==> config.mk <==
export PLATFORM = sky130hd
export DESIGN_NAME = c3s_back
export DESIGN_NICKNAME = d
export VERILOG_FILES = /design/src/rtl/c3s_pkg.sv /design/src/rtl/c3s_back.sv
export SDC_FILE = /design/constraint.sdc
export NUM_CORES = 2
export LEC_CHECK = 0
export BUFFER_PORTS_ARGS = -buffer_cell sky130_fd_sc_hd__clkbuf_2
export CAP_MARGIN = 40
export CORE_MARGIN = 3
export CORE_UTILIZATION = 60
export DETAILED_ROUTE_END_ITERATION = 10
export PLACE_DENSITY_LB_ADDON = 0.12
export SYNTH_ARGS = -nofsm -noshare
export SYNTH_HDL_FRONTEND = slang
export SYNTH_SLANG_ARGS = --single-unit
==> constraint.sdc <==
create_clock -name i_clk -period 27.4 [get_ports i_clk]
set_clock_uncertainty 0.05 [all_clocks]
set_input_delay 4.11 -clock i_clk [delete_from_list [all_inputs] [get_ports i_clk]]
set_output_delay 4.11 -clock i_clk [all_outputs]
set_load 0.01 [all_outputs]
==> src/rtl/c3s_pkg.sv <==
package c3s_pkg;

    localparam int DEF_MAX_COLS = 64;
    localparam int ROW_LIMIT    = 64;
    localparam int K            = 3;
    localparam int DATA_W       = 16;
    localparam int TAPS_W       = K * DATA_W;
    localparam int DIM_W        = 7;
    localparam int ROW_W        = $clog2(ROW_LIMIT);
    localparam int ROWS_W       = $clog2(ROW_LIMIT + 1);

    // configuration port: 64-bit data, one register every 8 bytes
    localparam int ADDR_W    = 6;
    localparam int REG_SHIFT = 3;
    localparam int IDX_W     = ADDR_W - REG_SHIFT;
    localparam int PDATA_W   = 64;

    localparam logic [IDX_W-1:0] REG_TAPS_TOP    = IDX_W'(0);
    localparam logic [IDX_W-1:0] REG_TAPS_MID    = IDX_W'(1);
    localparam logic [IDX_W-1:0] REG_TAPS_BOTTOM = IDX_W'(2);
    localparam logic [IDX_W-1:0] REG_BIAS        = IDX_W'(3);
    localparam logic [IDX_W-1:0] REG_RELU_ON     = IDX_W'(4);
    localparam logic [IDX_W-1:0] REG_FRAME_COLS  = IDX_W'(5);
    localparam logic [IDX_W-1:0] REG_FRAME_ROWS  = IDX_W'(6);

    localparam logic             RELU_RESET = 1'b1;
    localparam logic [DIM_W-1:0] DIM_RESET  = DIM_W'(28);

    // request queue between front and back
    localparam int QUEUE_DEPTH = 4;
    localparam int QPTR_W      = $clog2(QUEUE_DEPTH);
    localparam int CNT_W       = $clog2(QUEUE_DEPTH + 1);

    // window entry m*K+n: kernel row m, column n (n = K-1 is the newest)
    typedef logic [K*K-1:0][DATA_W-1:0] t_window;

    typedef struct packed {
        logic [K-1:0][TAPS_W-1:0] taps;
        logic [DATA_W-1:0]        bias;
        logic                     relu_on;
        logic [DIM_W-1:0]         frame_cols;
        logic [DIM_W-1:0]         frame_rows;
    } t_cfg;

    typedef struct packed {
        t_window          window;
        logic [ROW_W-1:0] row;
        logic             last;
    } t_job;

endpackage

==> src/rtl/c3s_back.sv <==
module c3s_back #(
    parameter int MAX_COLS = c3s_pkg::DEF_MAX_COLS
) (
    input  logic                               i_clk,
    input  logic                               i_rst_n,
    input  c3s_pkg::t_cfg                      i_cfg,
    input  logic                               i_nonempty,
    input  c3s_pkg::t_job                      i_job,
    input  logic [$clog2(MAX_COLS)-1:0]        i_col,
    output logic                               o_pop,
    output logic                               o_valid,
    input  logic                               i_stall,
    output logic signed [c3s_pkg::DATA_W-1:0]  o_conv_value,
    output logic [c3s_pkg::ROW_W-1:0]          o_out_row,
    output logic [$clog2(MAX_COLS)-1:0]        o_out_col,
    output logic                               o_frame_end
);
    import c3s_pkg::*;

    localparam int CW = $clog2(MAX_COLS);

    logic                      adv_o, en_s, en_p;
    logic [K*K-1:0][2*DATA_W-1:0] prod_full;
    logic [K-1:0][DATA_W-1:0]  row_sum;
    logic [DATA_W-1:0]         total;
    logic [DATA_W-1:0]         result;

    logic                      r_p_valid;
    logic [K*K-1:0][DATA_W-1:0] r_prod;
    logic [ROW_W-1:0]          r_p_row;
    logic [CW-1:0]             r_p_col;
    logic                      r_p_last;

    logic                      r_s_valid;
    logic [K-1:0][DATA_W-1:0]  r_sum;
    logic [ROW_W-1:0]          r_s_row;
    logic [CW-1:0]             r_s_col;
    logic                      r_s_last;

    logic                      r_o_valid;
    logic [DATA_W-1:0]         r_o_value;
    logic [ROW_W-1:0]          r_o_row;
    logic [CW-1:0]             r_o_col;
    logic                      r_o_last;

    assign adv_o = !r_o_valid || !i_stall;
    assign en_s  = !r_s_valid || adv_o;
    assign en_p  = !r_p_valid || en_s;
    assign o_pop = i_nonempty && en_p;

    // only the low 16 bits of each product survive the wrapped sum
    always_comb begin
        for (int m = 0; m < K; m++) begin
            for (int n = 0; n < K; n++) begin
                prod_full[m*K+n] = i_job.window[m*K+n] *
                                   i_cfg.taps[m][n*DATA_W +: DATA_W];
            end
        end
    end

    always_comb begin
        for (int m = 0; m < K; m++) begin
            row_sum[m] = r_prod[m*K] + r_prod[m*K+1] + r_prod[m*K+2];
        end
    end

    assign total  = r_sum[0] + r_sum[1] + r_sum[2] + i_cfg.bias;
    assign result = (i_cfg.relu_on && total[DATA_W-1]) ? '0 : total;

    always_ff @(posedge i_clk) begin
        if (!i_rst_n) begin
            r_p_valid <= 1'b0;
            r_s_valid <= 1'b0;
            r_o_valid <= 1'b0;
        end else begin
            if (en_p) begin
                r_p_valid <= o_pop;
            end
            if (en_s) begin
                r_s_valid <= r_p_valid;
            end
            if (adv_o) begin
                r_o_valid <= r_s_valid;
            end
        end
    end

    always_ff @(posedge i_clk) begin
        if (o_pop) begin
            for (int i = 0; i < K*K; i++) begin
                r_prod[i] <= prod_full[i][DATA_W-1:0];
            end
            r_p_row  <= i_job.row;
            r_p_col  <= i_col;
            r_p_last <= i_job.last;
        end
        if (en_s && r_p_valid) begin
            r_sum    <= row_sum;
            r_s_row  <= r_p_row;
            r_s_col  <= r_p_col;
            r_s_last <= r_p_last;
        end
        if (adv_o && r_s_valid) begin
            r_o_value <= result;
            r_o_row   <= r_s_row;
            r_o_col   <= r_s_col;
            r_o_last  <= r_s_last;
        end
    end

    assign o_valid      = r_o_valid;
    assign o_conv_value = r_o_value;
    assign o_out_row    = r_o_row;
    assign o_out_col    = r_o_col;
    assign o_frame_end  = r_o_last;

endmodule

# Word-level counts from Yosys, hierarchy flattened
# Cells that the tools add are included.
[totals]
reg_bits = 250
input_bits = 336
out_inout_bits = 31
elab_cells = 54
[op_classes]
addsub = 9
mul = 9
reduce_logical = 11
[op_table]
columns = ["operator", "count"]
rows = [
  ["$add A16 B16 Y16", 9],
  ["$mul A16 B16 Y16", 9],
  ["$logic_and A1 B1 Y1", 4],
  ["$logic_not A1 Y1", 4],
  ["$logic_or A1 B1 Y1", 3],
]

# Depth between registers and ports, before layout
[depth]
depth_word = 5
depth_mapped = 21
depth_no_buf = 20

# Least setup slack after synthesis
# No wires, ideal clock.
[synth_timing]
path_type = "input to output"
from = "input port i_stall"
to = "output port o_pop"
arrival_ns = 15.863
required_time_ns = 23.240
path_slack_ns = 7.377
stages = 2
cell_sequence = "and3_1 a21boi_0"
[synth_via]
elab_chain_cells = 5
[synth_rtl]
columns = ["item", "line_no", "rtl"]
rows = [
  ["start: declaration", "c3s_back.sv:12", "input logic i_stall,"],
  ["$logic_not A1 Y1", "c3s_back.sv:46", "assign adv_o = !r_o_valid || !i_stall;"],
  ["$logic_or A1 B1 Y1", "c3s_back.sv:46", ""],
  ["$logic_or A1 B1 Y1", "c3s_back.sv:47", "assign en_s = !r_s_valid || adv_o;"],
  ["$logic_or A1 B1 Y1", "c3s_back.sv:48", "assign en_p = !r_p_valid || en_s;"],
  ["$logic_and A1 B1 Y1", "c3s_back.sv:49", "assign o_pop = i_nonempty && en_p;"],
  ["end: declaration", "c3s_back.sv:10", "output logic o_pop,"],
]
# Every way passes these cells.

# Final worst setup path
# Ends and elaborated chain as after synthesis.

==> impl_metrics.env <==
export IMPL_final_cell_mix="1051 x inv_1, 798 x fa_1, 633 x nand2_1, 615 x and2_1, 498 x ha_1"
export IMPL_cts_tree="yes"
export IMPL_yosysTopAreaCell="fa_1"
export IMPL_drv_slew=0
export IMPL_power_total_mw=6.87
export IMPL_worst_path_max_fanout=158
export IMPL_async_reset_ff_share_pct=0
export IMPL_grt_pass1_wl_um=178000
export IMPL_drt_initial_drc_count=1823
export IMPL_cpMostUsedCell="clkbuf_2"
export IMPL_fillers=6544
export IMPL_drc_errors=0
export IMPL_grt_use_total_pct=27.1
export IMPL_multi_input_area_um2=35300
export IMPL_port_buffers=352
export IMPL_clockBufferDepth=3
export IMPL_ant_nets=0
export IMPL_path_cells="clkbuf_2 -> and3_1 -> a21boi_4 -> buf_12 -> clkbuf_2"
export IMPL_rsz0062_at_grt="false"
export IMPL_area_growth_pct=7.33
export IMPL_die_area_um2=82100
export IMPL_sequentialPowerShare_pct=14.4
export IMPL_wirelength_um=107000
export IMPL_hpwl_um=87200
export IMPL_numCtsBuffers=27
export IMPL_ys_flop_type="edfxtp_1"
export IMPL_grt_max_degree=159
export IMPL_grt_overflow_total=0
export IMPL_ys_ff_latch=250
export IMPL_core_area_um2=77700
export IMPL_start_util_pct=60.7
export IMPL_die_y_um=287
export IMPL_relSlewSlack_pct=31.2
export IMPL_intPower_mw=3.51
export IMPL_clock_fmax_mhz=104
export IMPL_min_period_ns=9.59
export IMPL_status="finished clean"
export IMPL_holdBufCountCts=0
export IMPL_power_density_nw_per_um2=135
export IMPL_critPathKind="primary input to output port"
export IMPL_p_clk_share_pct=4.9
export IMPL_finalWeightedCongestion=0.914
export IMPL_max_slew_worst_pin_slew_ns=1.03
export IMPL_synth_top_cells_by_area="fa_1 34%, edfxtp_1 16%, ha_1 13%"
export IMPL_ys_seq_area_share_pct=15.8
export IMPL_tns_ns=0
export IMPL_viasPerCell=5.29
export IMPL_yosys_warnings=0
export IMPL_synth_top_cell_area_share_pct=33.8
export IMPL_crit_path_end_kind="output port"
export IMPL_setup_viol=0
export IMPL_p_sw_share_pct=48.9
export IMPL_cts_clk_slew_worst_paths_ns=0.06
export IMPL_crit_arrival_ns=5.43
export IMPL_synthesis_area_um2=47200
export IMPL_cts_sinks=250
export IMPL_fin_crit_sh_pct=35.0
export IMPL_clock_latency_ns=0.55
export IMPL_combPwrFrac_pct=80.6
export IMPL_rows=102
export IMPL_seqCellArea_um2=7480
export IMPL_p_leak_nw=24.7
export IMPL_synthCells=4921
export IMPL_dr_pass1_iters=7
export IMPL_final_common_cell="inv_1"
export IMPL_cts_resized=0
export IMPL_synth_edf_count=247
export IMPL_ys_types=51
export IMPL_maxCapViolCount=0
export IMPL_synth_net_count=6553
export IMPL_syn_area_per_cell_um2=9.59
export IMPL_io_pins=367
export IMPL_cts_root_buf="clkbuf_16"
export IMPL_drive_above_1_share_pct=8.07
export IMPL_fp_dieW_um=287
export IMPL_hold_viol=0
export IMPL_cp_slowest_cell="buf_12"
export IMPL_via_count=33018
export IMPL_min_path_type="register to register"
export IMPL_cpPeakStageDelay_ns=0.43
export IMPL_antenna_found_initial=6
export IMPL_fin_nets=6808
export IMPL_grt_pass1_vias=34466
export IMPL_startpoint_type="primary input"
export IMPL_max_vdd_ir_drop_uv=107
export IMPL_cp_required_ns=23.24
export IMPL_wl_per_cell_um=17.1
export IMPL_cts_setup_buffers=0
export IMPL_htree_levels=1
export IMPL_switchingPower_mw=3.36
==> routing by layer <==
| layer | routed length [um] | vias up | part of all wire, % | global-route usage, % |
|---|---|---|---|---|
| met5 | 28 | - | 0.026 | 0 |
| met4 | 1840 | 4 | 1.7 | 4.91 |
| met3 | 6870 | 137 | 6.4 | 3.18 |
| met2 | 49800 | 894 | 47 | 43.6 |
| met1 | 48300 | 16497 | 45 | 40.2 |
| li1 | - | 15486 | - | - |
==> metrics by stage <==
step	hold slack, ns	std cells	worst slack, ns	util (%)	cell area (um2)
floorplan	0.350	4921	7.38	-	47200
global placement	0.350	6187	17.62	64.1	49800
detailed placement	0.355	6187	17.60	64.1	49800
CTS	0.368	6235	17.64	65.2	50700
global route	0.368	6235	17.61	65.2	50700
finish	0.367	6240	17.81	65.2	50700
==> final timing paths <==
kind                                 start         endpoint  slack (ns)  cells past startpoint
worst max-delay path               i_stall            o_pop       17.81                      5
worst min register to register  r_p_row[4]       r_s_row[4]        0.37                      0
worst max register to register    r_sum[1]  o_conv_value[8]       23.10                     12
worst min-delay path            r_p_row[4]       r_s_row[4]        0.37                      0
==> final cells by class <==
class / instances / area share [%]
antenna: 5 / 0.0247
inverter: 1051 / 7.79
sequential: 250 / 14.8
timing repair buffer: 355 / 3.55
clock inverter: 16 / 0.262
tap: 1040 / 2.57
clock buffer: 32 / 1.37
multi-input combinational: 3491 / 69.7
==> power by group through the flow <==
stage / Clock, mW / Sequential, mW / Combinational [mW]
finish: 0.339 / 0.990 / 5.54
global route: 0.365 / 1.00 / 6.27
detailed placement: 0 / 0.995 / 5.52
global placement: 0 / 0.994 / 5.43
floorplan: 0 / 0.949 / 4.18
CTS: 0.347 / 0.990 / 5.58
==> cells in the mapped netlist, drive strengths merged, types with 3 or more instances <==
master / n
nand2: 633
o41ai: 13
nor4: 7
nor4b: 3
o41a: 4
o21ba: 6
a21o: 27
xnor2: 338
xor2: 78
and2: 615
dfxtp: 3
ha: 498
a2111oi: 7
a21oi: 81
a41oi: 3
nor2: 89
a211oi: 12
and3: 19
o31a: 3
nand3: 24
a31oi: 7
nor2b: 27
edfxtp: 247
a31o: 3
o211a: 3
buf: 4
o31ai: 7
nor3: 47
o21bai: 15
or3: 28
fa: 798
o211ai: 12
o21ai: 35
o21a: 26
clkbuf: 125
inv: 1051
a211o: 6
or2: 5
==> registers in the layout (all words and copies together) (netlist names) <==
signal,flops
r_prod,144
r_p_col,6
r_s_valid,1
r_s_col,6
o_valid,1
r_s_row,6
r_sum,48
r_p_valid,1
r_p_row,6
r_s_last,1
r_p_last,1
o_out_row,6
o_frame_end,1
o_out_col,6
o_conv_value,16
==> cells by family (layout without fill, tap and decap cells) <==
logic type               Yosys count  count (layout)  share of synthesized area (%)
AND/OR/NAND/NOR                 1503            1503                           16.0
adder cells (fa/ha/maj)         1296            1296                           47.0
buffers and inverters           1180            1454                           9.41
XOR/XNOR                         416             416                           7.72
AO/OA/AOI/OAI                    276             276                           4.00
flip-flops                       250             250                           15.8
other                              0               5                              0
==> worst max-delay path, delay by kind of cell <==
kind,cells,cell delay (ns)
compound gates,1,0.20
buf+inv,3,0.79
simple gates,1,0.27
Power figures use the tool's default switching activity.
