===== src/rtl/c3s_pkg.sv =====
package c3s_pkg;

    localparam int DEF_MAX_COLS = 64;
    localparam int ROW_LIMIT    = 64;
    localparam int K            = 3;
    localparam int DATA_W       = 16;
    localparam int TAPS_W       = K * DATA_W;
    localparam int DIM_W        = 7;
    localparam int ROW_W        = $clog2(ROW_LIMIT);
    localparam int ROWS_W       = $clog2(ROW_LIMIT + 1);

    // configuration port: 64-bit data, one register every 8 bytes
    localparam int ADDR_W    = 6;
    localparam int REG_SHIFT = 3;
    localparam int IDX_W     = ADDR_W - REG_SHIFT;
    localparam int PDATA_W   = 64;

    localparam logic [IDX_W-1:0] REG_TAPS_TOP    = IDX_W'(0);
    localparam logic [IDX_W-1:0] REG_TAPS_MID    = IDX_W'(1);
    localparam logic [IDX_W-1:0] REG_TAPS_BOTTOM = IDX_W'(2);
    localparam logic [IDX_W-1:0] REG_BIAS        = IDX_W'(3);
    localparam logic [IDX_W-1:0] REG_RELU_ON     = IDX_W'(4);
    localparam logic [IDX_W-1:0] REG_FRAME_COLS  = IDX_W'(5);
    localparam logic [IDX_W-1:0] REG_FRAME_ROWS  = IDX_W'(6);

    localparam logic             RELU_RESET = 1'b1;
    localparam logic [DIM_W-1:0] DIM_RESET  = DIM_W'(28);

    // request queue between front and back
    localparam int QUEUE_DEPTH = 4;
    localparam int QPTR_W      = $clog2(QUEUE_DEPTH);
    localparam int CNT_W       = $clog2(QUEUE_DEPTH + 1);

    // window entry m*K+n: kernel row m, column n (n = K-1 is the newest)
    typedef logic [K*K-1:0][DATA_W-1:0] t_window;

    typedef struct packed {
        logic [K-1:0][TAPS_W-1:0] taps;
        logic [DATA_W-1:0]        bias;
        logic                     relu_on;
        logic [DIM_W-1:0]         frame_cols;
        logic [DIM_W-1:0]         frame_rows;
    } t_cfg;

    typedef struct packed {
        t_window          window;
        logic [ROW_W-1:0] row;
        logic             last;
    } t_job;

endpackage


===== src/rtl/c3s_front.sv =====
module c3s_front #(
    parameter int MAX_COLS = c3s_pkg::DEF_MAX_COLS
) (
    input  logic                                i_clk,
    input  logic                                i_rst_n,
    input  logic                                i_valid,
    input  logic signed [c3s_pkg::DATA_W-1:0]   i_sample,
    output logic                                o_stall,
    input  c3s_pkg::t_cfg                       i_cfg,
    input  logic [c3s_pkg::CNT_W-1:0]           i_q_count,
    output logic                                o_push,
    output c3s_pkg::t_job                       o_job,
    output logic [$clog2(MAX_COLS)-1:0]         o_col
);
    import c3s_pkg::*;

    localparam int CW  = $clog2(MAX_COLS);
    localparam int CNW = $clog2(MAX_COLS + 1);
    localparam int FW  = ((CNW > DIM_W) ? CNW : DIM_W) + 1;

    logic [CW-1:0]       r_col, n_col;
    logic [ROW_W-1:0]    r_row, n_row;
    logic [CNW-1:0]      cols;
    logic [ROWS_W-1:0]   rows;
    logic [FW-1:0]       fc_ext;
    logic [CNW-1:0]      c_inc;
    logic [ROWS_W-1:0]   r_inc, r_next;
    logic                accept;
    logic                emit;
    logic                last;

    logic                r_b_valid;
    logic [CW-1:0]       r_b_addr;
    logic [DATA_W-1:0]   r_b_sample;
    logic                r_b_emit;
    logic [ROW_W-1:0]    r_b_row;
    logic [CW-1:0]       r_b_col;
    logic                r_b_last;
    logic [2*DATA_W-1:0] r_rd_data;
    t_window             r_window, n_window;

    // entry holds {row before last, last row} of one column
    logic [2*DATA_W-1:0] r_line_mem [MAX_COLS];

    // room for the request in stage B and for one more
    assign o_stall = ((CNT_W+1)'(i_q_count) + (CNT_W+1)'(r_b_valid))
                     >= (CNT_W+1)'(QUEUE_DEPTH);
    assign accept  = i_valid && !o_stall;

    always_comb begin
        fc_ext = FW'(i_cfg.frame_cols);
        if (fc_ext < FW'(K)) begin
            cols = CNW'(K);
        end else if (fc_ext > FW'(MAX_COLS)) begin
            cols = CNW'(MAX_COLS);
        end else begin
            cols = fc_ext[CNW-1:0];
        end
        if (i_cfg.frame_rows < DIM_W'(K)) begin
            rows = ROWS_W'(K);
        end else if (i_cfg.frame_rows > DIM_W'(ROW_LIMIT)) begin
            rows = ROWS_W'(ROW_LIMIT);
        end else begin
            rows = ROWS_W'(i_cfg.frame_rows);
        end
    end

    always_comb begin
        c_inc = CNW'(r_col) + CNW'(1);
        r_inc = ROWS_W'(r_row) + ROWS_W'(1);
        if (c_inc >= cols) begin
            n_col  = '0;
            r_next = r_inc;
        end else begin
            n_col  = c_inc[CW-1:0];
            r_next = ROWS_W'(r_row);
        end
        if (r_next >= rows) begin
            n_row = '0;
        end else begin
            n_row = r_next[ROW_W-1:0];
        end
    end

    assign emit = (r_row >= ROW_W'(K-1)) && (r_col >= CW'(K-1)) &&
                  (ROWS_W'(r_row) < rows) && (CNW'(r_col) < cols);
    assign last = (ROWS_W'(r_row) == rows - ROWS_W'(1)) &&
                  (CNW'(r_col) == cols - CNW'(1));

    always_comb begin
        for (int m = 0; m < K; m++) begin
            for (int n = 0; n < K-1; n++) begin
                n_window[m*K+n] = r_window[m*K+n+1];
            end
        end
        n_window[K-1]   = r_rd_data[2*DATA_W-1:DATA_W];
        n_window[2*K-1] = r_rd_data[DATA_W-1:0];
        n_window[3*K-1] = r_b_sample;
    end

    always_ff @(posedge i_clk) begin
        if (!i_rst_n) begin
            r_col     <= '0;
            r_row     <= '0;
            r_b_valid <= 1'b0;
            r_window  <= '0;
        end else begin
            r_b_valid <= accept;
            if (accept) begin
                r_col <= n_col;
                r_row <= n_row;
            end
            if (r_b_valid) begin
                r_window <= n_window;
            end
        end
    end

    always_ff @(posedge i_clk) begin
        if (accept) begin
            r_b_addr   <= r_col;
            r_b_sample <= i_sample;
            r_b_emit   <= emit;
            r_b_row    <= r_row - ROW_W'(K-1);
            r_b_col    <= r_col - CW'(K-1);
            r_b_last   <= last;
        end
    end

    // read on accept, write back the shifted column in the cycle after
    always_ff @(posedge i_clk) begin
        if (accept) begin
            r_rd_data <= r_line_mem[r_col];
        end
        if (r_b_valid) begin
            r_line_mem[r_b_addr] <= {r_rd_data[DATA_W-1:0], r_b_sample};
        end
    end

    assign o_push        = r_b_valid && r_b_emit;
    assign o_job.window  = n_window;
    assign o_job.row     = r_b_row;
    assign o_job.last    = r_b_last;
    assign o_col         = r_b_col;

endmodule


===== config.mk =====
export PLATFORM = sky130hd
export DESIGN_NAME = c3s_front
export DESIGN_NICKNAME = d
export VERILOG_FILES = /design/src/rtl/c3s_pkg.sv /design/src/rtl/c3s_front.sv
export SDC_FILE = /design/constraint.sdc
export NUM_CORES = 2
export LEC_CHECK = 0
export BUFFER_PORTS_ARGS = -buffer_cell sky130_fd_sc_hd__buf_2
export CAP_MARGIN = 20
export CORE_MARGIN = 3
export CORE_UTILIZATION = 31
export CTS_CLUSTER_SIZE = 8
export DETAILED_ROUTE_END_ITERATION = 7
export PLACE_DENSITY = 0.44
export SYNTH_ARGS = -nofsm -noshare
export SYNTH_HDL_FRONTEND = slang
export SYNTH_SLANG_ARGS = --single-unit

===== constraint.sdc =====
create_clock -name i_clk -period 4.9 [get_ports i_clk]
set_input_delay 0.49 -clock i_clk [delete_from_list [all_inputs] [get_ports i_clk]]
set_output_delay 0.49 -clock i_clk [all_outputs]
set_load 0.02 [all_outputs]

## After elaboration in Yosys (flattened, before gate mapping)

Memories as Yosys holds them, arrays and structs flattened. A register that Yosys moved wholly into a read port is not among the register bits.
Cells that the tools add are included.

| storage, ports and cells | value |
|---|---|
| register bits after elaboration | 145 |
| RAM bits | 2048 |
| memories kept | 1 |

Memory list:

| memory | depth | width | rd ports | clocked after memory_dff | write ports | line | text |
|---|---|---|---|---|---|---|---|
| r_line_mem | 64 | 32 | 1 | 1 | 1 | c3s_front.sv:43 | `logic [2*DATA_W-1:0] r_line_mem [MAX_COLS];` |

| operators by class | value |
|---|---|
| add/subtract/negate cells | 7 |
| magnitude comparators | 11 |
| equal/unequal tests | 2 |
| mux-type cells | 9 |
| reductions and logical operators | 7 |

Operators by type and width:

| cell | count |
|---|---|
| 7-bit 2-to-1 mux | 5 |
| 6-bit by 1-bit adder with 7-bit output, second input constant | 2 |
| 6-bit by 7-bit == test with 1-bit output | 2 |
| 7-bit >= comparator | 2 |
| 7-bit > comparator, second input constant | 2 |
| 6-bit by 7-bit less-than comparator with 1-bit output | 2 |
| 7-bit by 2-bit less-than comparator with 1-bit output, second input constant | 2 |
| 7-bit by 1-bit subtractor with 7-bit output, second input constant | 2 |
| 6-bit by 2-bit >= comparator with 1-bit output, second input constant | 2 |
| 6-bit 2-to-1 mux | 2 |
| 6-bit by 2-bit subtractor with 6-bit output, second input constant | 2 |
| 1-bit logical AND | 6 |
| 3-bit by 1-bit adder with 4-bit output | 1 |
| 4-bit by 3-bit >= comparator with 1-bit output, second input constant | 1 |
| 1-bit 2-to-1 mux | 2 |
| 1-bit logical NOT | 1 |

## Depth between registers and ports, before layout

| depth | value |
|---|---|
| depth in word-level cells | 7 |
| depth in mapped cells | 20 |

## Worst setup path before layout

OpenSTA, ideal clock, no wires.

| timing | value |
|---|---|
| path type | reg-to-reg |
| start point | reg r_col[2] |
| end point | reg r_row[3] |
| data arrival time | 4.176 ns |
| data required time | 4.758 ns |
| slack | 0.582 ns |
| cell stages (with the launch flop) | 19 |
| period minus slack after synthesis | 4.318 ns |
| cells stage by stage | dfxtp_1 -> buf_2 -> buf_2 -> buf_2 -> buf_1 -> buf_2 -> xor2_1 -> ha_1 -> a21o_1 -> a221o_1 -> o21bai_1 -> and3_1 -> and3_1 -> ha_1 -> a21oi_1 -> and3_1 -> o21ai_1 -> or4_1 -> o221ai_1 |

| between the ends | value |
|---|---|
| word-level cells in the longest chain between the ends | 5 |

Ends and longest elaborated chain:

| element | line | text |
|---|---|---|
| from (decl) | c3s_front.sv:21 | `logic [CW-1:0] r_col, n_col;` |
| from (signal assigned) | c3s_front.sv:110 | `r_col <= n_col;` |
| 6-bit by 1-bit adder with 7-bit output (*) | c3s_front.sv:69 | `c_inc = CNW'(r_col) + CNW'(1);` |
| 7-bit >= comparator (*) | c3s_front.sv:71 | `if (c_inc >= cols) begin` |
| 7-bit 2-to-1 mux (*) | c3s_front.sv:71 |  |
| 7-bit >= comparator | c3s_front.sv:78 | `if (r_next >= rows) begin` |
| 6-bit 2-to-1 mux (*) | c3s_front.sv:78 |  |
| to (signal assigned) | c3s_front.sv:111 | `r_row <= n_row;` |
| to (decl) | c3s_front.sv:22 | `logic [ROW_W-1:0] r_row, n_row;` |

Mark *: on every way between the ends. The rest lies on a longest branch, timed or not.
A chain may end at the register's enable or synchronous reset.

## Worst setup path in the final report

| timing | value |
|---|---|
| start point | reg r_col[3] |
| end point | reg r_row[2] |

The elaborated chain is that of the path after synthesis.

==> parameters.txt <==
Parameter                              Value

Yosys
  Number of instances in the synthesized netlist ... between 3000 and 4000
  Portion of synthesized cell area occupied by the leading cell type ... about three quarters
  Fraction of registers with async set or reset after synthesis ... 0%
  Yosys warnings ... 0
  Synthesized area per cell ... 21.6 µm²
  Post-Synth Simple-Gate Area ... under 10%
  Top FF cell, synth ... sky130_fd_sc_hd__edfxtp_1
  Synthesized Nets ... 4162
  Dominant combinational cell family by area after synthesis ... multiplexers
  Part of the Yosys area used for sequential elements ... between 70 and 80%
  Cell Area, Synth ... about 85000 µm²
  Largest cells by area after synthesis ... sky130_fd_sc_hd__edfxtp_1 (75%), sky130_fd_sc_hd__mux4_2 (14%), sky130_fd_sc_hd__dfxtp_1 (2.6%), sky130_fd_sc_hd__mux2i_1 (1.3%), sky130_fd_sc_hd__a22oi_1 (1.1%)
  Number of flops mapped to enable cells by yosys ... between 2000 and 2500
  Parity-gate share of the synthesized area counting xor and xnor cells ... less than 1%
  Area fraction in compound gates after synthesis ... between 3 and 4%
  Commonest cells in the synthesized netlist ... sky130_fd_sc_hd__edfxtp_1 (2115), sky130_fd_sc_hd__mux4_2 (522), sky130_fd_sc_hd__nor2_1 (204)
  Flip-flop and latch count after synthesis ... 2224
  Fraction of the mapped netlist area in adder cells ... less than 1%
  Cell with the most instances after synthesis ... sky130_fd_sc_hd__edfxtp_1
  Top cell type by total area after synthesis ... sky130_fd_sc_hd__edfxtp_1
  Count of distinct cell types in the synthesized netlist ... 60
  Multiplexer area fraction after synthesis ... 15.2%

GRT
  GR Util met1 ... roughly a quarter
  Number of antenna violations at the first check in global routing ... 22
  Met3 usage in global routing ... ~3.4%
  Leftover overflow at the end of global routing ... 0
  Largest net degree at the start of global routing ... 100
  Wire length of the first global-routing pass ... ~350000 µm
  Via count of the first global-routing pass ... ~44000
  Gr usage total ... between 15 and 20%
  Layer with the highest usage ... met2
  Met2 usage in global routing ... approximately 30%

Worst hold path
  Min-delay worst type ... in -> reg

Critical path
  CP arrival ... between 5 and 6 ns
  Critical path cell sequence ... inv_2, nor2_4, nand2_1, xnor2_1, ha_1, and3_1, a221o_1, o21bai_1, and3_1, and3_1, ha_1, nand4_1, and3_1, o21ai_1, nor2_1, a41o_1, a41o_1
  Element type at the critical path start ... flip-flop
  Buf+Inv Stages, Crit Path ... 1
  Maximum fanout count along the critical path ... 14
  Slowest stage cell, crit path ... sky130_fd_sc_hd__dfxtp_2
  Most frequent cell on the critical path ... sky130_fd_sc_hd__and3_1
  Max incr delay on CP ... ~0.56 ns
  Critical Path End Type ... flip-flop
  Top cell family by delay on the critical path ... compound AO/OA/AOI/OAI gates
  Required time of the critical path ... between 5 and 6 ns
  WS Path Type ... reg -> reg

Clocking
  Hold-fix buffer count after cts ... 17
  Clock latency reported for the late side of the worst-skew pair ... ~0.92 ns
  CTS root buffer ... sky130_fd_sc_hd__clkbuf_16
  # H-tree levels ... 5
  Clock Tree Buf Depth ... 4
  Cts bufs inserted ... 328
  Clock sink count ... ~2200
  Postcts setup bufs ... 0
  Post-cts resize count ... 0
  Clock transition at path regs ... about 0.060 ns
  CTS tree ... built

Floorplan
  DIE AREA ... approximately 280000 µm²
  Die outline height ... around 530 µm
  Initial Util ... between 30% and 40%
  Number of I/O pins ... between 300 and 400
  Placeable core area ... roughly 270000 µm²
  Die width ... roughly 530 µm
  Row count ... ~190

STA
  Post-layout worst setup margin ... between 0.6 and 0.7 ns
  Number of max-slew violations in the final report ... 0
  Unrepaired setup endpoints after global routing ... false
  Post-layout min period ... 4.26 ns
  Share of the cycle needed by the critical path after routing ... between 80 and 90%
  Sum Neg Setup Slack ... 0 ns
  Final number of hold-violating endpoints ... 0
  Max Clk Rate ... between 200 and 250 MHz
  Max-Slew Margin vs Limit ... roughly 23%
  Largest clock skew in the final design ... 0.0731 ns
  Final-report setup violation count ... 0
  Worst slew pin tran ... approximately 1.2 ns

Routing
  DR DRC count ... 0
  Wire length after detailed routing ... 255000 µm
  WL/cell ... approximately 31 µm
  Router iterations before antenna repair ... 5
  DRC marker count from the first detailed-route iteration ... about 5000
  Routed vias/inst ... approximately 5.2
  Routed Antenna Nets ... 0
  Routed via count ... about 42000

Final layout
  Fill cell count ... 24800
  Post-layout net count ... ~4700
  Area added between synthesis and finish ... 18.8%
  Fraction of layout cells with a size suffix above 1 ... about 30%

Placed design
  Minimum setup slack after placement ... roughly 0.5 ns
  PortBufs ... about 190
  Detailed placer's ending HPWL ... ~150000 µm
  Gpl congestion ... 0.775

Pwr
  Worst ir drop on vdd ... ~0.30 mV
  P per Cell Area ... between 400 and 500 nW/µm²
  Leakage power figure ... 31.4 nW

Job
  Number of max-capacitance violations reported ... 0

Outcome
  Status ... finished, final reports clean
[final cells by class]
type | instances | area (µm²) | share of cell area, %
Clock buffer | 420 | 8720 | 8.66
Timing Repair Buffer | 444 | 3180 | 3.16
Clock inverter | 5 | 45.0 | 0.0447
Inverter | 17 | 68.8 | 0.0683
Multi-Input combinational cell | 1468 | 18500 | 18.3
Tap cell | 3570 | 4470 | 4.44
Antenna cell | 11 | 27.5 | 0.0273
Sequential cell | 2224 | 65700 | 65.3
[report_power, final]
group / internal, W / switching, W
clock network: 0.0122 / 0.00766
registers: 0.0208 / 0.0000850
logic: 0.000618 / 0.000942
total: 0.0337 / 0.00869
[routing by layer]
| layer | share of wire, % | vias up |
|---|---|---|
| li1 | - | 17600 |
| met1 | 43 | 23100 |
| met2 | 48 | 1418 |
| met3 | 6.3 | 349 |
| met4 | 2.3 | 2 |
| met5 | 0.0043 | - |
[layout by cell type, fill, tap and decap left out, drive strengths merged, types with 9 or more instances in the layout]
cell type	instances
edfxtp	2115
mux4	522
buf	427
clkbuf	420
nor2	204
a22oi	124
mux2i	111
dfxtp	109
nand2	89
a21oi	76
ha	34
a221oi	32
o22ai	31
a22o	31
nor3	25
nand3	18
inv	18
dlygate4sd3	17
xnor2	16
o221ai	14
or4	13
diode	11
xor2	10
nand4	10
a31oi	9
o21ai	9
nand2b	9
[sequential cells by signal, indices dropped and copies added, names as in the netlist, 5 cells and up]
register and flops:
o_col 5, o_job 96, r_b_addr 6, r_b_row 6
r_b_sample 16, r_col 6, r_line_mem 2048, r_rd_data 32
r_row 6
[final timing paths]
| kind | start | end | slack (ns) | depth (start not counted) |
|---|---|---|---|---|
| worst max-delay path | r_col[3] | r_row[2] | 0.64 | 17 |
| worst min-delay path | i_cfg[6] | r_b_last | 0.1 | 4 |
| worst max register to register | r_col[3] | r_row[2] | 0.64 | 17 |
| worst min register to register | o_job[111] | o_job[111] | 0.48 | 2 |
[tightest hold or removal path: stages]
cell and delay [ns]:
sky130_fd_sc_hd__buf_2 0.14, sky130_fd_sc_hd__o22ai_1 0.10, sky130_fd_sc_hd__nand4_1 0.07, sky130_fd_sc_hd__nor4_1 0.05
[through the flow]
step	total power, W	cells	hold slack [ns]	utilization, %	instance area (µm²)
final	0.0423	8159	0.0959	37.1	101000
after global routing	0.0438	8150	0.0690	37.1	101000
after CTS	0.0429	8146	0.0211	37.1	101000
after detailed placement	0.0229	7704	0.476	33.8	91700
after global placement	0.0229	7702	0.466	33.8	91600
after floorplan	0.0223	3931	0.431	-	84800
[logic make-up (layout without fill, tap and decap cells)]
| family | Yosys count | in the layout |
|---|---|---|
| flops | 2224 | 2224 |
| compound gates | 364 | 364 |
| buf+inv | 239 | 886 |
| other cells | 0 | 11 |
| xor+xnor | 26 | 26 |
| mux | 633 | 633 |
| simple gates | 410 | 410 |
| fa+ha+maj | 35 | 35 |
(Power assumes the default switching activity.)
