===== config.mk =====
export PLATFORM = sky130hd
export DESIGN_NAME = c3s_queue
export DESIGN_NICKNAME = d
export VERILOG_FILES = /design/src/rtl/c3s_pkg.sv /design/src/rtl/c3s_queue.sv
export SDC_FILE = /design/constraint.sdc
export NUM_CORES = 1
export LEC_CHECK = 0
export BUFFER_PORTS_ARGS = -buffer_cell sky130_fd_sc_hd__buf_2
export CAP_MARGIN = 0
export CORE_MARGIN = 4
export CORE_UTILIZATION = 40
export CTS_CLUSTER_SIZE = 40
export DETAILED_ROUTE_END_ITERATION = 16
export PLACE_DENSITY = 0.63
export SYNTH_ARGS = -nofsm -noshare
export SYNTH_HDL_FRONTEND = slang
export SYNTH_SLANG_ARGS = --single-unit

===== constraint.sdc =====
create_clock -name i_clk -period 4.35 [get_ports i_clk]
set_input_delay 0.2175 -clock i_clk [delete_from_list [all_inputs] [get_ports i_clk]]
set_output_delay 0.2175 -clock i_clk [all_outputs]
set_load 0.01 [all_outputs]

===== src/rtl/c3s_pkg.sv =====
package c3s_pkg;

    localparam int DEF_MAX_COLS = 64;
    localparam int ROW_LIMIT    = 64;
    localparam int K            = 3;
    localparam int DATA_W       = 16;
    localparam int TAPS_W       = K * DATA_W;
    localparam int DIM_W        = 7;
    localparam int ROW_W        = $clog2(ROW_LIMIT);
    localparam int ROWS_W       = $clog2(ROW_LIMIT + 1);

    // configuration port: 64-bit data, one register every 8 bytes
    localparam int ADDR_W    = 6;
    localparam int REG_SHIFT = 3;
    localparam int IDX_W     = ADDR_W - REG_SHIFT;
    localparam int PDATA_W   = 64;

    localparam logic [IDX_W-1:0] REG_TAPS_TOP    = IDX_W'(0);
    localparam logic [IDX_W-1:0] REG_TAPS_MID    = IDX_W'(1);
    localparam logic [IDX_W-1:0] REG_TAPS_BOTTOM = IDX_W'(2);
    localparam logic [IDX_W-1:0] REG_BIAS        = IDX_W'(3);
    localparam logic [IDX_W-1:0] REG_RELU_ON     = IDX_W'(4);
    localparam logic [IDX_W-1:0] REG_FRAME_COLS  = IDX_W'(5);
    localparam logic [IDX_W-1:0] REG_FRAME_ROWS  = IDX_W'(6);

    localparam logic             RELU_RESET = 1'b1;
    localparam logic [DIM_W-1:0] DIM_RESET  = DIM_W'(28);

    // request queue between front and back
    localparam int QUEUE_DEPTH = 4;
    localparam int QPTR_W      = $clog2(QUEUE_DEPTH);
    localparam int CNT_W       = $clog2(QUEUE_DEPTH + 1);

    // window entry m*K+n: kernel row m, column n (n = K-1 is the newest)
    typedef logic [K*K-1:0][DATA_W-1:0] t_window;

    typedef struct packed {
        logic [K-1:0][TAPS_W-1:0] taps;
        logic [DATA_W-1:0]        bias;
        logic                     relu_on;
        logic [DIM_W-1:0]         frame_cols;
        logic [DIM_W-1:0]         frame_rows;
    } t_cfg;

    typedef struct packed {
        t_window          window;
        logic [ROW_W-1:0] row;
        logic             last;
    } t_job;

endpackage


===== src/rtl/c3s_queue.sv =====
module c3s_queue #(
    parameter int MAX_COLS = c3s_pkg::DEF_MAX_COLS
) (
    input  logic                         i_clk,
    input  logic                         i_rst_n,
    input  logic                         i_push,
    input  c3s_pkg::t_job                i_job,
    input  logic [$clog2(MAX_COLS)-1:0]  i_col,
    input  logic                         i_pop,
    output c3s_pkg::t_job                o_job,
    output logic [$clog2(MAX_COLS)-1:0]  o_col,
    output logic [c3s_pkg::CNT_W-1:0]    o_count,
    output logic                         o_nonempty
);
    import c3s_pkg::*;

    localparam int CW = $clog2(MAX_COLS);

    t_job              r_jobs [QUEUE_DEPTH];
    logic [CW-1:0]     r_cols [QUEUE_DEPTH];
    logic [QPTR_W-1:0] r_wr_ptr, r_rd_ptr;
    logic [CNT_W-1:0]  r_count;

    always_ff @(posedge i_clk) begin
        if (!i_rst_n) begin
            r_wr_ptr <= '0;
            r_rd_ptr <= '0;
            r_count  <= '0;
        end else begin
            if (i_push) begin
                r_wr_ptr <= r_wr_ptr + QPTR_W'(1);
            end
            if (i_pop) begin
                r_rd_ptr <= r_rd_ptr + QPTR_W'(1);
            end
            if (i_push && !i_pop) begin
                r_count <= r_count + CNT_W'(1);
            end else if (i_pop && !i_push) begin
                r_count <= r_count - CNT_W'(1);
            end
        end
    end

    always_ff @(posedge i_clk) begin
        if (i_push) begin
            r_jobs[r_wr_ptr] <= i_job;
            r_cols[r_wr_ptr] <= i_col;
        end
    end

    assign o_job      = r_jobs[r_rd_ptr];
    assign o_col      = r_cols[r_rd_ptr];
    assign o_count    = r_count;
    assign o_nonempty = (r_count != '0);

endmodule


==> After elaboration in Yosys (flattened, before gate mapping) <==
Memory sizes are Yosys's and may differ from the RTL's. A register that Yosys moved wholly into a read port is not among the register bits.
Cells that the tools add are included.
{ "word_totals": {"register_bits": 7, "ram_bits": 628, "in_bits": 161, "output_inout_bits": 161, "elab_cells": 23, "n_memories": 2} }
{ "op_classes": {"addsub": 4, "muxes": 8, "reduce_logical": 6} }
{ "mem_list": {"columns": ["name", "depth", "word_bits", "rd", "rd_clocked_by_memory_dff", "write_ports", "line", "rtl"], "rows": [
  ["r_jobs", 4, 151, 1, 1, 1, "c3s_queue.sv:19", "t_job r_jobs [QUEUE_DEPTH];"],
  ["r_cols", 4, 6, 1, 1, 1, "c3s_queue.sv:20", "logic [CW-1:0] r_cols [QUEUE_DEPTH];"]
]} }
{ "op_table": {"columns": ["cell", "n"], "rows": [
  ["$mux 2", 4],
  ["$mux 3", 2],
  ["$add 2x1->2 const B", 2],
  ["$add 3x1->3 const B", 1],
  ["$reduce_bool 3->1", 1],
  ["$sub 3x1->3 const B", 1],
  ["$logic_and 1x1->1", 2],
  ["$logic_not 1->1", 2],
  ["$mux 1", 2],
  ["$reduce_bool 2->1", 1]
]} }

==> Depth between registers and ports, before layout <==
Gate-level depths: netlist (run 1).
{ "depth": {"depth_word": 4, "depth_mapped": 7, "depth_no_buf": 7} }

==> Worst setup path after synthesis (run 1) <==
OpenSTA, ideal clock, no wires.
{ "synth_timing": {"path_type": "register to register", "start": "register r_wr_ptr[0]", "end": "memory r_cols[0][0] (netlist name) (enable)", "setup_ns": 0.535, "t_arrival_ns": 4.128, "required_ns": 3.815, "path_slack_ns": -0.313, "path_stages_with_launch": 4, "n_path_buf": 0, "synth_period_minus_slack_ns": 4.663, "path_cell_list": "dfxtp_1 inv_1 ha_1 and2_1"} }
{ "synth_rtl": {"columns": ["item", "line", "rtl"], "rows": [
  ["start: declaration", "c3s_queue.sv:21", "logic [QPTR_W-1:0] r_wr_ptr, r_rd_ptr;"],
  ["start signal: assignment", "c3s_queue.sv:31", "r_wr_ptr <= r_wr_ptr + QPTR_W'(1);"],
  ["end: declaration", "c3s_queue.sv:20", null]
]} }
Straight into the memory's write port.

==> flow_summary_export.csv, run 1 <==
group,metric,value,unit
synthesis,ys_types,21,
synthesis,syn_inst,862,
synthesis,synthFlopType,"edfxtp_1",
synthesis,synth_top_cell_area_share,81.3,%
floorplanning,fp-row-count,88,
finish,final_cell_area,29500,um2
grt,use_met3,4.69,%
finish,area_delta_synth_final,27.1,%
routing,drt_iter0_markers,738,
synthesis,synth_edf_count,628,
routing,ant_nets,0,
routing,vias,11012,
routing,wl,46500,um
power,ir_worst_vdd,0.000412,V
worst_hold_path,hold_path_class,"input port to flip-flop",
floorplanning,die_height,249,um
routing,via_per_inst,4.96,
grt,grt_util_met2,24.4,%
critical_path,worst-path-buf-inv,2,
routing,routedWlPerCell,20.9,um
synthesis,synth_area_per_cell,26.9,um2
timing,timing.final.crit_period,2.91,ns
worst_hold_path,worstHoldStart,"i_push",
placed_design,dpl.hpwl,28000,um
outcome,outcome,"completed",
floorplanning,dieArea,61900,um2
grt,met1_usage,19.9,%
timing,rsz0062_at_grt,"no",
floorplanning,die_width,249,um
routing,drcViolationCount,0,
power,power_density,478,nW/um2
routing,drtPass1Iterations,5,
timing,skew,0.0190,ns
finish,nNetsFinal,1568,
grt,grt_pass1_vias,12169,
critical_path,start_kind,"flip-flop",
timing,drv_slew,0,
grt,antenna_found_initial,4,
finish,fillers,4516,
clock_network,cts_tree,"yes",
flow_run,drv_cap,0,
grt,gr-max-usage-layer,"met2",
synthesis,syn-cell-area,23200,um2
critical_path,slowest_stage,"dfxtp_4",
synthesis,async_flop_share,0,%
timing,slew_headroom,30.8,%
timing,hold_viol_final,0,
critical_path,r2r-start,"r_wr_ptr[0]",
clock_network,clock_sinks,637,
critical_path,criticalPathCategory,"flip-flop to output port",
grt,grt_pass1_wl,72500,um
timing,fin_crit_sh,66.8,%
synthesis,synthTopCellsByArea,"edfxtp_1 (81%), mux4_2 (15%), buf_12 (0.95%), dfxtp_1 (0.78%), buf_2 (0.30%)",
critical_path,cpPeakStageDelay,0.88,ns
clock_network,cts_buffers,67,
placed_design,port-buffer-count,321,
placed_design,placed_area,25700,um2
finish,seqCellArea,19000,um2
critical_path,critical_path_peak_fanout,38,
synthesis,syn_nets,1029,
clock_network,ctsRootBufferMaster,"clkbuf_16",
critical_path,cp_top_family,"flip-flops",
critical_path,arrival,2.69,ns
critical_path,crit_chain,"buf_4 -> mux4_2 -> buf_2",
timing,worst_pin_slew,1.04,ns
timing,fin_tns_setup,0,ns
synthesis,ys_seq_area_share,82.0,%
power,p_leak,9.98,nW
floorplanning,coreArea,57600,um2
clock_network,cts_max_level,3,
timing,setup_viol,0,
critical_path,critPathRequiredTime,4.13,ns
synthesis,yosysTopAreaCell,"edfxtp_1",
finish,drive_gt1_share,41.4,%
grt,grtUsageTotal,15.1,%
floorplanning,initial_core_util,40.3,%
finish,multi_input_area,3790,um2
floorplanning,io_pins,322,
clock_network,cts_resized,0,
placed_design,gp_congestion,0.698,
timing,max_freq,344,MHz
clock_network,clk_pin_slew,0.06,ns
grt,gr-total-overflow,0,
synthesis,ys_ff_latch,637,
clock_network,clock_latency,0.59,ns
synthesis,yosysWarnings,0,
clock_network,clk_path_buf_depth,3,
grt,grt_max_degree,95,
critical_path,critPathCaptureType,"output port",
==> synthesized netlist by cell type (all sizes together), types with 2 or more instances <==
master / number
ha: 5
inv: 4
buf: 34
or3: 2
xnor2: 2
xor2: 3
mux2i: 2
and2: 9
mux4: 157
edfxtp: 628
nor2b: 2
dfxtp: 9
==> worst min-delay path: stages <==
cell and delay (ns):
buf_2 0.17, mux2i_1 0.10, nor2b_1 0.10
==> report_power, final <==
| part | internal, mW | switching (mW) |
|---|---|---|
| combinational | 0.681 | 0.724 |
| clock | 3.32 | 2.23 |
| sequential | 7.06 | 0.0843 |
==> registers in the layout, indices dropped and copies added, names as in the netlist, named ones only <==
| name | cells |
|---|---|
| r_jobs | 604 |
| r_cols | 24 |
| o_count | 3 |
| r_rd_ptr | 2 |
| r_wr_ptr | 2 |
==> path summary, 6_finish.rpt <==
path / end / slack, ns / cells after the start
max: o_job[26] / 1.44 / 3
min: r_wr_ptr[1] / 0.06 / 3
min reg2reg: o_count[2] / 0.52 / 2
max reg2reg: r_jobs[3][112] / 2.21 / 3
==> per-layer routing <==
| metal | vias up | part of all wire [%] |
|---|---|---|
| met5 | - | 0.028 |
| met4 | 2 | 2.1 |
| met3 | 71 | 8.0 |
| met2 | 337 | 49 |
| met1 | 5772 | 41 |
| li1 | 4830 | - |
==> through the flow <==
| stage | total power [mW] | setup slack, ns | hold WS, ns | std cells | util, % |
|---|---|---|---|---|---|
| floorplan | 8.04 | 1.44 | 0.316 | 862 | - |
| global placement | 8.56 | 1.94 | 0.428 | 1938 | 44.7 |
| detailed placement | 8.59 | 1.91 | 0.434 | 1938 | 44.7 |
| CTS | 14.3 | 1.26 | 0.00840 | 2218 | 51.2 |
| global route | 14.7 | 1.18 | 0.0670 | 2219 | 51.2 |
| finish | 14.1 | 1.44 | 0.0596 | 2220 | 51.2 |
==> layout by cell type (no fill, tap or decap), types with 2 or more instances in the layout <==
cell,instances
ha_1,5
buf_2,321
dfxtp_4,2
clkinv_2,9
dfxtp_1,7
and2_1,5
and2_4,4
buf_12,10
buf_4,15
clkbuf_16,70
mux2i_1,2
diode_2,2
dlygate4sd3_1,159
bufinv_16,6
edfxtp_1,628
clkinv_1,13
clkbuf_1,15
or3_1,2
xor2_1,3
mux4_2,157
inv_1,4
clkinvlp_4,3
inv_6,3
nor2b_1,2
xnor2_1,2
==> final cells by class <==
cell class	count	area share (%)
multi-input combinational	186	12.9
clock inverter	36	1.22
tap	765	3.25
antenna	2	0.0170
inverter	4	0.0509
clock buffer	85	6.13
sequential	637	64.6
timing repair buffer	505	11.9
==> what timing repair did <==
item                                   4_1_cts  5_1_grt
endpoints found under the hold margin      637        0
setup buffers                                0        0
hold buffers                               159        0
==> kinds of logic after synthesis <==
logic type	count (synthesis)	synth area share [%]
flops	637	82.0
compound gates	2	0.0539
buf+inv	39	1.67
mux	159	15.3
fa+ha+maj	6	0.356
xor+xnor	5	0.189
simple gates	14	0.367
(Power assumes the default switching activity.)
==> inputs of run 2 (changes only) <==
==> constraint.sdc (replaced) <==
create_clock -name i_clk -period 2.55 [get_ports i_clk]
set_input_delay 0.1275 -clock i_clk [delete_from_list [all_inputs] [get_ports i_clk]]
set_output_delay 0.1275 -clock i_clk [all_outputs]
set_load 0.01 [all_outputs]
==> run 2 against run 1 <==
Net effect:
- wire length up 1.6%
- highest routed layer is now met4
- design area up 2.0%
- core utilization up 1.0 points
- worst hold slack better by 0.23 ns
==> flow_summary_export.csv, run 2 (synthesis results as in run 1) <==
group,metric,value,unit
routing,vias,11156,
routing,routedWlPerCell,20.8,um
clock_network,clock_latency,0.58,ns
critical_path,cp_num_cells,4,
power,ir_worst_vdd,0.000572,V
timing,drv_slew,0,
power,power_density,807,nW/um2
clock_network,ctsRootBufferMaster,"clkbuf_16",
floorplanning,dieArea,61900,um2
finish,fin_util,52.3,%
floorplanning,fp-row-count,88,
critical_path,start_kind,"flip-flop",
routing,ant_nets,0,
critical_path,crit_chain,"buf_4 -> buf_12 -> mux4_2 -> buf_2",
timing,timing.final.crit_period,2.25,ns
placed_design,dpl.hpwl,30100,um
critical_path,slowest_stage,"mux4_2",
finish,largest_register_ffs,604,
timing,fin_tns_setup,0,ns
timing,skew,0.0139,ns
finish,fillers,4437,
outcome,outcome,"completed",
critical_path,endpoint,"o_job[67]",
routing,drtPass1Iterations,6,
finish,layout.cells.most_common,"edfxtp_1",
grt,grt_pass1_wl,73500,um
clock_network,clock_sinks,637,
floorplanning,initial_core_util,40.3,%
finish,drive_gt1_share,43.3,%
critical_path,ff2ff_setup_slack,0.82,ns
power,p_total,24.3,mW
placed_design,port-buffer-count,321,
worst_hold_path,hold_path_class,"input port to flip-flop",
critical_path,worst-path-buf-inv,3,
grt,gr-total-overflow,0,
floorplanning,coreArea,57600,um2
floorplanning,die_height,249,um
power,p_leak,10.3,nW
critical_path,critPathCaptureType,"output port",
routing,drt_iter0_markers,584,
clock_network,cts_tree,"yes",
finish,area_delta_synth_final,29.7,%
critical_path,r2r-start,"r_wr_ptr[0]",
grt,grt_max_degree,62,
critical_path,worst-r2r-cell-count,4,
clock_network,clk_path_buf_depth,3,
grt,antenna_found_initial,3,
clock_network,cts_max_level,3,
finish,top_register,"r_jobs",
timing,hold_viol_final,0,
critical_path,r2r_end,"r_jobs[0][122]",
critical_path,criticalPathCategory,"flip-flop to output port",
critical_path,cpPeakStageDelay,0.57,ns
timing,fin_crit_sh,88.3,%
critical_path,critical_path_peak_fanout,18,
grt,grtUsageTotal,15.3,%
timing,worst_pin_slew,0.538,ns
grt,grt_pass1_vias,12357,
routing,via_per_inst,4.92,
timing,slew_headroom,64.2,%
routing,wl,47200,um
critical_path,critPathRequiredTime,2.42,ns
flow_run,drv_cap,0,
finish,final_cell_area,30100,um2
clock_network,clk_pin_slew,0.06,ns
floorplanning,die_width,249,um
critical_path,cp_top_family,"buffers and inverters",
timing,max_freq,444,MHz
placed_design,gp_congestion,0.724,
timing,setup_viol,0,
timing,rsz0062_at_grt,"no",
floorplanning,io_pins,322,
finish,nNetsFinal,1613,
placed_design,placed_area,26200,um2
finish,final_cell_mix,"edfxtp_1 (628), buf_2 (321), dlygate4sd3_1 (160)",
critical_path,arrival,2.12,ns
routing,drcViolationCount,0,
clock_network,cts_buffers,67,
==> run 2: cell types whose count changed in the layout (fill, tap and decap cells not counted) <==
cell	change
buf_4	+26
buf_12	+18
clkbuf_1	-5
clkinv_1	+3
clkinv_4	+3
clkinv_8	+2
inv_6	-2
bufinv_16	+1
clkinvlp_4	-1
diode_2	+1
dlygate4sd3_1	+1
inv_16	-1
==> run 2: how the worst min path moves through the flow <==
stage	from	slack, ns	to	depth (start not counted)
detailed placement	i_job[138]	0.34	r_jobs[3][138]	1
floorplan	i_col[0]	0.23	r_cols[0][0]	0
global placement	i_job[57]	0.34	r_jobs[0][57]	1
finish	i_job[14]	0.29	r_jobs[0][14]	2
global route	i_job[138]	0.26	r_jobs[3][138]	2
CTS	i_job[150]	0.24	r_jobs[3][150]	2
==> run 2: repair_timing <==
item                       CTS  global route
buffers inserted             0             5
hold endpoints to repair   637             0
resized for setup            0             0
setup endpoints to repair    0            26
hold buffers               160             0
==> run 2: worst register-to-register path: cells and delay by family (launching register included) <==
kind	cells	cell delay, ns
flops	1	0.34
buf+inv	2	0.44
fa+ha+maj	1	0.14
simple gates	1	0.49
==> run 2: area by class of cell <==
class	instances	area, um2	area share [%]
Clock buffer	80	1790	5.95
Sequential cell	637	19000	63.3
Inverter	4	15.0	0.0499
Timing Repair Buffer	550	4080	13.5
Clock inverter	41	414	1.38
Antenna cell	3	7.51	0.0249
Tap cell	765	957	3.18
Multi-Input combinational cell	186	3790	12.6
==> run 2: through the flow <==
| stage | setup slack [ns] | cells | hold WS, ns |
|---|---|---|---|
| floorplan | 0.456 | 862 | 0.226 |
| global placement | 0.675 | 1977 | 0.336 |
| detailed placement | 0.656 | 1977 | 0.342 |
| CTS | 0.0159 | 2258 | 0.238 |
| global route | 0.197 | 2266 | 0.259 |
| finish | 0.299 | 2266 | 0.290 |
==> run 2: power breakdown <==
part	internal, mW	leakage (nW)	switching [mW]
Clock	5.74	1.07	3.81
Sequential	12.0	5.84	0.117
Combinational	1.28	3.38	1.30
==> run 2: metal layers <==
layer | routed length (um) | global-route usage (%)
met3 | 3160 | 4.64
met1 | 18900 | 19.0
met5 | 0 | 0
met2 | 24000 | 26.0
met4 | 1130 | 4.82
==> inputs of run 3 (changes only) <==
--- a/config.mk
+++ b/config.mk
@@ -11,7 +11,7 @@
 export CORE_UTILIZATION = 40
 export CTS_CLUSTER_SIZE = 40
 export DETAILED_ROUTE_END_ITERATION = 16
-export PLACE_DENSITY = 0.63
+export PLACE_DENSITY = 0.61
 export SYNTH_ARGS = -nofsm -noshare
 export SYNTH_HDL_FRONTEND = slang
 export SYNTH_SLANG_ARGS = --single-unit
==> constraint.sdc (replaced) <==
create_clock -name i_clk -period 2.5 [get_ports i_clk]
set_input_delay 0.125 -clock i_clk [delete_from_list [all_inputs] [get_ports i_clk]]
set_output_delay 0.125 -clock i_clk [all_outputs]
set_load 0.01 [all_outputs]
==> run 3 against run 2 <==
Net effect:
- die area unchanged
- register-to-register slack lost 0.06 ns
- global-route usage decreased by 0.080 points
- clock power fell by 0.9%
- flip-flop and latch count did not move
- wire length increased by 0.43%
- critical path type unchanged
- highest routed layer is now met5
==> flow_summary_export.csv, run 3 (synthesis results as in run 1) <==
group,metric,value,unit
outcome,outcome,"completed",
finish,nNetsFinal,1594,
floorplanning,dieArea,61900,um2
critical_path,crit_chain,"buf_12 -> mux4_2 -> buf_2",
routing,drcViolationCount,0,
power,switching_share,21.6,%
critical_path,critical_path_peak_fanout,48,
clock_network,cts_tree,"yes",
finish,area_delta_synth_final,28.7,%
clock_network,clock_latency,0.58,ns
power,combPwrFrac,10.6,%
grt,grt_max_degree,65,
floorplanning,die_width,249,um
finish,fillers,4549,
placed_design,gp_congestion,0.724,
finish,largest_register_ffs,604,
power,power_density,819,nW/um2
timing,drv_slew,0,
finish,layout.cells.most_common,"edfxtp_1",
clock_network,cts_max_level,3,
floorplanning,io_pins,322,
critical_path,cp_top_family,"multiplexers",
power,ir_worst_vdd,0.000872,V
critical_path,critPathCaptureType,"output port",
routing,wl,47400,um
routing,routedWlPerCell,21.2,um
power,p_seq_share,50.7,%
clock_network,ctsRootBufferMaster,"clkbuf_16",
grt,grtUsageTotal,15.2,%
worst_hold_path,hold_path_class,"input port to flip-flop",
finish,top_register,"r_jobs",
clock_network,clock_sinks,637,
floorplanning,fp-row-count,88,
floorplanning,coreArea,57600,um2
timing,slew_headroom,70.1,%
placed_design,port-buffer-count,321,
finish,multi_input_area,3790,um2
critical_path,worst-path-buf-inv,2,
timing,setup_ws,0.179,ns
timing,fin_tns_setup,0,ns
clock_network,cts_buffers,67,
routing,ant_nets,0,
critical_path,criticalPathCategory,"flip-flop to output port",
power,power.internal,19.2,mW
grt,grt_pass1_vias,12010,
critical_path,slowest_stage,"mux4_2",
timing,fin_crit_sh,92.8,%
timing,skew,0.0201,ns
routing,drtPass1Iterations,4,
finish,seqCellArea,19000,um2
critical_path,arrival,2.20,ns
routing,vias,11010,
flow_run,drv_cap,0,
floorplanning,initial_core_util,40.3,%
critical_path,cpPeakStageDelay,0.60,ns
power,p_switching,5.28,mW
placed_design,pre_cts_slack,0.645,ns
power,pwr-share-clk,38.7,%
routing,drt_iter0_markers,634,
timing,max_freq,431,MHz
placed_design,dpl.hpwl,29300,um
power,p_leak,10.1,nW
finish,final_cell_mix,"edfxtp_1 (628), buf_2 (321), dlygate4sd3_1 (160)",
grt,grt_pass1_wl,73000,um
timing,timing.final.crit_period,2.32,ns
clock_network,clk_path_buf_depth,3,
floorplanning,die_height,249,um
grt,antenna_found_initial,4,
timing,setup_viol,0,
critical_path,start_kind,"flip-flop",
power,p_total,24.4,mW
timing,worst_pin_slew,0.448,ns
timing,rsz0062_at_grt,"no",
finish,drive_gt1_share,42.2,%
routing,via_per_inst,4.92,
grt,gr-total-overflow,0,
timing,hold_viol_final,0,
critical_path,critPathRequiredTime,2.38,ns
clock_network,clk_pin_slew,0.06,ns
[run 3: cell types whose count changed in the layout (fill, tap and decap cells not counted)]
cell / change
clkinv_1: -6
diode_2: -1
clkbuf_1: +7
clkinv_2: -3
clkbuf_16: -1
clkinvlp_4: -1
clkinv_4: -3
inv_6: +2
buf_16: +1
buf_4: -19
bufinv_16: -1
buf_12: -2
[run 3: power groups by stage]
stage | clock [mW] | sequential, mW | combinational (mW)
2_1_floorplan | 0 | 12.6 | 1.39
3_3_place_gp | 0 | 12.6 | 2.40
3_5_place_dp | 0 | 12.6 | 2.42
4_1_cts | 9.75 | 12.4 | 2.64
5_1_grt | 10.2 | 12.4 | 2.81
6_report | 9.46 | 12.4 | 2.59
[run 3: path summary, 6_finish.rpt]
path / startpoint / endpoint / slack, ns / cells past startpoint
hold reg to reg: o_count[2] / o_count[2] / 0.52 / 2
setup reg to reg: r_wr_ptr[0] / r_jobs[2][44] / 0.76 / 5
hold / removal: i_job[95] / r_jobs[3][95] / 0.29 / 2
setup / recovery: flip-flop / o_job[52] / 0.18 / 3
[run 3: what timing repair did]
item                       in CTS  in global routing
hold endpoints to repair      637                  0
resized for setup               0                  1
setup buffers                   0                  5
setup endpoints to repair       0                 55
hold buffers                  160                  0
[run 3: through the flow]
stage	hold WS (ns)	std cells	util [%]	area [um2]
floorplan	0.224	862	-	23200
global placement	0.336	1957	45.3	26100
detailed placement	0.341	1957	45.3	26100
CTS	0.227	2231	51.7	29800
global route	0.264	2239	51.8	29900
finish	0.286	2239	51.8	29900
[run 3: routing by layer]
layer  wire [um]  global-route usage (%)  share of wire [%]  up-vias
li1            -                       -                  -     4881
met1       20400                    20.8                 43     5772
met2       22900                    24.1                 48      286
met3        3210                    4.54                6.8       69
met4         904                    4.34                1.9        2
met5          13                       0              0.027        -
[run 3: cell type report]
type	count	share of cell area (%)
Multi-Input combinational cell	186	12.7
Clock buffer	85	5.91
Inverter	4	0.0503
Sequential cell	637	63.8
Antenna cell	2	0.0168
Tap cell	765	3.21
Clock inverter	29	1.11
Timing Repair Buffer	531	13.2
[run 3: worst reg2reg max path, delay by kind of cell, from the launching register on]
kind	cells	cell delay, ns
buffers and inverters	3	0.57
flip-flops	1	0.35
AND/OR/NAND/NOR	1	0.35
adder cells (fa/ha/maj)	1	0.15
